**src/rtl/kss_pkg.sv**
```systemverilog
`default_nettype none

package kss_pkg;

  // Store geometry.
  localparam int CAPACITY   = 64;
  localparam int VALUE_BITS = 32;

  localparam int IDX_W    = (CAPACITY > 1) ? $clog2(CAPACITY) : 1;
  localparam int CNT_W    = $clog2(CAPACITY + 1);
  localparam int LEAVES   = 1 << IDX_W;
  localparam int ACC_W    = VALUE_BITS + IDX_W;
  localparam int TREE_LAT = (IDX_W + 1) / 2;
  localparam int LAT_W    = $clog2(TREE_LAT) + 1;

  // Fixed field widths of the item payloads.
  localparam int OP_W     = 3;
  localparam int IN_VAL_W = 32;
  localparam int K_W      = 7;
  localparam int SUM_W    = 38;
  localparam int OCNT_W   = 7;
  localparam int STAT_W   = 2;
  localparam int CMP_W    = (CNT_W > K_W) ? CNT_W : K_W;

  // Operation codes.
  localparam logic [OP_W-1:0] OP_INSERT = 3'd0;
  localparam logic [OP_W-1:0] OP_ERASE  = 3'd1;
  localparam logic [OP_W-1:0] OP_SMALL  = 3'd2;
  localparam logic [OP_W-1:0] OP_LARGE  = 3'd3;
  localparam logic [OP_W-1:0] OP_CLEAR  = 3'd4;

  // Status codes.
  localparam logic [STAT_W-1:0] ST_OK        = 2'd0;
  localparam logic [STAT_W-1:0] ST_NOT_FOUND = 2'd1;
  localparam logic [STAT_W-1:0] ST_FULL      = 2'd2;

  typedef logic signed [VALUE_BITS-1:0] val_t;
  typedef logic signed [ACC_W-1:0]      acc_t;
  typedef logic [CNT_W-1:0]             cnt_t;
  typedef logic [IDX_W-1:0]             idx_t;

  typedef struct packed {
    logic [OP_W-1:0]            op;
    logic signed [IN_VAL_W-1:0] value;
    logic [K_W-1:0]             k;
  } kss_in_t;

  typedef struct packed {
    logic signed [SUM_W-1:0] sum;
    logic [OCNT_W-1:0]       count;
    logic [STAT_W-1:0]       status;
  } kss_out_t;

  // Control broadcast from the sequencer to every cell.
  typedef struct packed {
    logic cmp;
    logic ins_en;
    logic era_en;
    logic sum_small;
    logic sum_large;
    val_t val;
    cnt_t n;
    cnt_t kc;
  } kss_ctl_t;

endpackage

`default_nettype wire

```
**src/rtl/kss_cell.sv**
```systemverilog
`default_nettype none

module kss_cell (
  input  logic             clk,
  input  kss_pkg::idx_t    idx,
  input  kss_pkg::kss_ctl_t ctl,
  input  kss_pkg::val_t    left_value,
  input  logic             left_le,
  input  kss_pkg::val_t    right_value,
  output kss_pkg::val_t    value,
  output logic             le,
  output logic             eq,
  output kss_pkg::val_t    leaf
);
  import kss_pkg::*;

  val_t value_r;
  logic le_r;
  logic eq_r;
  logic incl_r;
  logic valid;
  logic lt;
  cnt_t pos;

  assign pos   = CNT_W'(idx);
  assign valid = pos < ctl.n;
  // Flags are gated by valid, so cells above the count never match.
  assign lt    = le_r && !eq_r;

  always_ff @(posedge clk) begin
    if (ctl.cmp) begin
      le_r   <= valid && (value_r <= ctl.val);
      eq_r   <= valid && (value_r == ctl.val);
      incl_r <= (ctl.sum_small && (pos < ctl.kc)) ||
                (ctl.sum_large && valid && (pos >= (ctl.n - ctl.kc)));
    end
    if (ctl.ins_en) begin
      // Cells holding larger values move up; the first of them takes the new value.
      if (!le_r) begin
        value_r <= left_le ? ctl.val : left_value;
      end
    end else if (ctl.era_en) begin
      if (!lt) begin
        value_r <= right_value;
      end
    end
  end

  assign value = value_r;
  assign le    = le_r;
  assign eq    = eq_r;
  assign leaf  = incl_r ? value_r : '0;

endmodule

`default_nettype wire

```
**config.mk**
```make
export PLATFORM = sky130hd
export DESIGN_NAME = kss_cell
export DESIGN_NICKNAME = d
export VERILOG_FILES = /design/src/rtl/kss_pkg.sv /design/src/rtl/kss_cell.sv
export SDC_FILE = /design/constraint.sdc
export NUM_CORES = 1
export LEC_CHECK = 0
export BUFFER_PORTS_ARGS = -buffer_cell sky130_fd_sc_hd__buf_2
export CAP_MARGIN = 10
export CORE_MARGIN = 2
export CORE_UTILIZATION = 40
export CTS_BUF_LIST = sky130_fd_sc_hd__clkbuf_8
export CTS_CLUSTER_SIZE = 20
export DETAILED_ROUTE_END_ITERATION = 6
export GPL_TIMING_DRIVEN = 0
export PLACE_DENSITY = 0.73
export SYNTH_ARGS = -nofsm -noshare
export SYNTH_HDL_FRONTEND = slang
export SYNTH_SLANG_ARGS = --single-unit
```
**constraint.sdc**
```tcl
create_clock -name clk -period 3.6 [get_ports clk]
set_input_delay 0.36 -clock clk [delete_from_list [all_inputs] [get_ports clk]]
set_output_delay 0.36 -clock clk [all_outputs]
set_load 0.05 [all_outputs]
```
# Yosys cells after proc, flatten, opt, wreduce, memory -nomap -nowiden
# Cells that the tools add are included.
[totals]
ff_bits = 35
wordCells = 28
[classes]
add_sub_neg = 1
magnitude_cmp = 4
n_eq_ne = 3
mux = 6
n_reduce_logical = 10
[op_table]
columns = ["operator", "count"]
rows = [
  ["two-way mux 32 bit", 6],
  ["equality test 32 bit", 1],
  ["less-or-equal comparator 32 bit", 1],
  ["less-than comparator 6 x 7 -> 1 bit", 2],
  [">= comparator 6 x 7 -> 1 bit", 1],
  ["subtractor 7 bit", 1],
  ["logical AND 1 bit", 6],
  ["!= test 2 bit, second input constant", 2],
  ["AND reduction 3 bit", 1],
  ["nonzero test 2 bit", 1],
  ["zero test 1 bit", 1],
  ["logical OR 1 bit", 1],
]

# Depth between registers and ports, before layout
[depth]
depth_word = 5
depth_mapped = 12

# Least setup slack after synthesis
# Ideal clock, no wire load.
[synth_path]
path_type = "flip-flop to flip-flop"
from = "register eq_r, in the netlist eq"
to = "register value_r[0], in the netlist value[0] (enable)"
arrival_time_ns = 2.349
slack_ns = 0.819
stages_incl_launch_ff = 3
synth_period_minus_slack_ns = 2.781
path_cell_list = "edfxtp_1 nand2b_1 a21oi_1"
[synth_via]
elab_chain_len = 4
[synth_lines]
columns = ["element", "line_no", "text"]
rows = [
  ["start: declaration", "kss_cell.sv:19", "logic eq_r;"],
  ["start signal: assignment", "kss_cell.sv:33", "eq_r <= valid && (value_r == ctl.val);"],
  ["zero test 1 bit", "kss_cell.sv:28", "assign lt = le_r && !eq_r;"],
  ["logical AND 1 bit", "kss_cell.sv:28", ""],
  ["!= test 2 bit (no line)", "--", ""],
  ["AND reduction 3 bit (no line)", "--", ""],
  ["end signal: assignment", "kss_cell.sv:40", "value_r <= left_le ? ctl.val : left_value;"],
  ["end signal: assignment", "kss_cell.sv:44", "value_r <= right_value;"],
  ["end: declaration", "kss_cell.sv:17", "val_t value_r;"],
]
# Every way passes these cells.
# A chain may end at the register's enable or synchronous reset.

# Final worst setup path
[layout_path]
from = "input port ctl[1] (netlist bit)"
to = "register incl_r (data pin)"
[layout_via]
elab_chain_len = 4
word_cells_on_any_way = 6
[layout_lines]
columns = ["element", "line_no", "text"]
rows = [
  ["start: declaration", "kss_cell.sv:6", "input kss_pkg::kss_ctl_t ctl,"],
  ["subtractor 7 bit", "kss_cell.sv:35", "(ctl.sum_large && valid && (pos >= (ctl.n - ctl.kc)));"],
  [">= comparator 6 x 7 -> 1 bit", "kss_cell.sv:35", ""],
  ["logical AND 1 bit", "kss_cell.sv:35", ""],
  ["logical OR 1 bit (*)", "kss_cell.sv:34", "incl_r <= (ctl.sum_small && (pos < ctl.kc)) ||"],
  ["end signal: assignment", "kss_cell.sv:34", ""],
  ["end: declaration", "kss_cell.sv:20", "logic incl_r;"],
]
# Mark *: on every way between the ends. The rest lies on a longest branch, timed or not.

==> results.cfg <==
[power]
power_density_mw_per_mm2 = 361
leakage_nw = 2.46
peakVddDrop_uv = 131
p_switching_w = 0.000732
pwr-share-clk_pct = 16.6
finalPower_w = 0.00164
sequentialPowerShare_pct = 33.3
p_int_w = 0.000911
p_sw_share_pct = 44.6
power_frac_comb_pct = 50.0

[timing]
drv_slew = 0
final.setup.tns_ns = 0
fmax_ghz = 0.420
rsz0062_at_grt = false
tightest_slew_ns = 0.683
hold_violations = 0
fin_skew_ns = 0.00326
finalCriticalPeriod_ns = 2.38
post-route-period-util_pct = 66.1
setup_viol = 0
slew_headroom_pct = 53.3

[route]
drc_errors = 0
vias_per_cell = 5.00
drt_iter0_drc = 75
first_pass_iters = 4
routedWlPerCell_um = 14.5
vias = 3348
wirelength_um = 9720
detail-route-antenna-nets = 0

[global_route]
grt_overflow = 0
grt_max_degree = 18
track_usage_pct = 20.8
antenna_found_initial = 0
grt_pass1_wl_um = 14700
grt_pass1_vias = 3196

[clocking]
htree_levels = 2
cts_sinks = 35
cts_hold_buf = 0
post-cts-setup-buffer-count = 0
cts_buffers = 5
cts_resized = 0
cts_buffer_depth = 2
cts-root-buf = clkbuf_8
clk_pin_slew_ns = 0.07
tritoncts = yes
clk_latency_ns = 0.29

[worst_setup_path]
path_max_fanout = 2
critPathArrivalTime_ns = 2.44
cp_data_required_time_ns = 3.66
start_kind = input port
cp-end-kind = flip-flop
path_class = input port to flip-flop

[floorplan]
start_util_pct = 41.3
die_w_um = 95.8
dieArea_mm2 = 0.00918
core_mm2 = 0.00818
io_pins = 189
die_h_um = 95.8
num_rows = 33

[yosys]
netlist_instances = 370
synth.avg_cell_area_um2 = 9.12
synthXorXnorAreaFrac_pct = 1.56
syn_nets = 548
synth_cell_types = 41
ys_warn_count = 0
synth-compound-area-share_pct = 13.8
seq_area_frac_synth_pct = 31.2
netlist.area_leader.share_pct = 31.2
synth_area_leaders = edfxtp_1 31%, ha_1 20%, mux2i_1 9.5%, a21oi_1 6.8%, and2_1 5.9%
synth_mux_area_share_pct = 9.50
syn-cell-area_mm2 = 0.00337
synthAdderAreaFrac_pct = 20.6
yosys.area_share.simple_pct = 16.5
ys_ff_latch = 35
synth.largest_area_cell = edfxtp_1
synth_top_family_by_area = adder cells

[placement]
gp_congestion = 0.809
post-dp-hpwl_um = 8240
portBuffers = 186

[layout]
n_fill_cell = 780
drive_gt1_share_pct = 35.4
fin_nets = 742
syn_to_final_growth_pct = 35.1
diodes = 0

[hold_path]
hp-class = input port to flip-flop

[job]
drv_cap = 0

[run_status]
outcome = finished, final reports clean
-- final cells by class --
class	instances	area [µm²]	share of cell area (%)
Buffer	14	55.1	1.21
Clock buffer	5	68.8	1.51
Clock inverter	3	12.5	0.275
Inverter	47	176	3.87
Multi-Input combinational cell	274	2100	46.1
Sequential cell	35	1050	23.1
Tap cell	105	131	2.88
Timing Repair Buffer	187	958	21.0
-- stage by stage --
step | std cells | instance area [µm²] | hold WS (ns) | util (%) | setup WS [ns]
detailed placement | 662 | 4470 | 0.603 | 54.7 | 0.899
global placement | 661 | 4440 | 0.599 | 54.3 | 0.00351
floorplan | 370 | 3370 | 0.472 | - | 0.819
CTS | 670 | 4560 | 0.307 | 55.7 | 1.19
global route | 670 | 4560 | 0.316 | 55.7 | 0.924
finish | 670 | 4560 | 0.314 | 55.7 | 1.22
-- layer usage --
layer	wire, µm	up-vias	track usage [%]	share of wire (%)
li1	-	1697	-	-
met1	4010	1518	24.6	41
met2	4910	124	38.9	51
met3	694	9	4.23	7.1
met4	103	0	4.17	1.1
met5	0	-	0	0
-- state kept, by name, summed over array words and instances (netlist names) --
signal and count:
value 32, eq 1, le 1, incl_r 1
-- worst max-delay path: stages --
cell and delay (ns):
buf_2 0.11, inv_1 0.06, ha_1 0.28, nor2b_1 0.12
o21ai_0 0.15, nand2b_1 0.11, a21o_1 0.19, a21oi_1 0.17
xor2_1 0.09, ha_1 0.27, o21a_1 0.11, a21oi_1 0.07
o32ai_1 0.35
-- cells in the mapped netlist (all sizes together) --
cell     instances
xor2             2
xnor2            4
ha              54
edfxtp          35
nand2b           6
o32ai            1
a2111oi          2
nor4b            1
o21bai           2
a21oi           46
a2111o           1
a211oi           2
mux2i           32
o21ai            5
a221oi           1
nand3            5
o211ai           1
o21a             1
nor2b            3
inv             47
nor4             3
o2bb2ai          1
a21o            10
a31oi            2
and2            32
nor2            36
a211o            2
nand4b           1
or4              1
nand4            8
nand2            6
nor3b            1
clkbuf          10
buf              4
fa               1
o22ai            1
-- placed cells by master (no fill, tap or decap), types with 2 or more instances in the layout --
cell type | Yosys | layout
a211o_1 | 2 | 2
nor2b_1 | 3 | 3
a211oi_1 | 2 | 2
xnor2_1 | 4 | 4
nand3_1 | 4 | 4
nand2b_1 | 6 | 6
nand4_1 | 7 | 7
xor2_1 | 2 | 2
buf_2 | 2 | 188
clkbuf_1 | 10 | 10
a31oi_1 | 2 | 2
o21bai_1 | 2 | 2
and2_1 | 32 | 32
ha_1 | 54 | 54
a21oi_1 | 46 | 45
inv_1 | 46 | 48
o21ai_1 | 2 | 2
o21ai_0 | 3 | 3
buf_1 | 2 | 2
mux2i_1 | 32 | 32
nand2_1 | 6 | 6
nor4_1 | 3 | 3
a2111oi_0 | 2 | 2
a21o_1 | 10 | 10
nor2_1 | 36 | 36
edfxtp_1 | 35 | 35
clkbuf_8 | 0 | 5
-- path summary, 6_finish.rpt --
check,to,slack [ns],start,cells after the start
worst min register to register,value[3],0.78,le,1
worst max-delay path,incl_r,1.22,ctl[1],13
worst min-delay path,incl_r,0.31,ctl[50],1
worst max register to register,le,1.32,value[21],7
-- cell families after synthesis --
family / after synthesis
compound gates: 78
xor+xnor: 6
fa+ha+maj: 55
buf+inv: 61
flops: 35
mux: 32
simple gates: 103
-- power by group through the flow --
stage	Combinational, W	Sequential, W	Clock [W]
4_1_cts	0.000828	0.000548	0.000278
2_1_floorplan	0.000441	0.000693	0
3_3_place_gp	0.000800	0.000557	0
6_report	0.000822	0.000548	0.000273
3_5_place_dp	0.000824	0.000557	0
5_1_grt	0.000898	0.000554	0.000292
No activity file was read; power rests on OpenSTA's default activity.
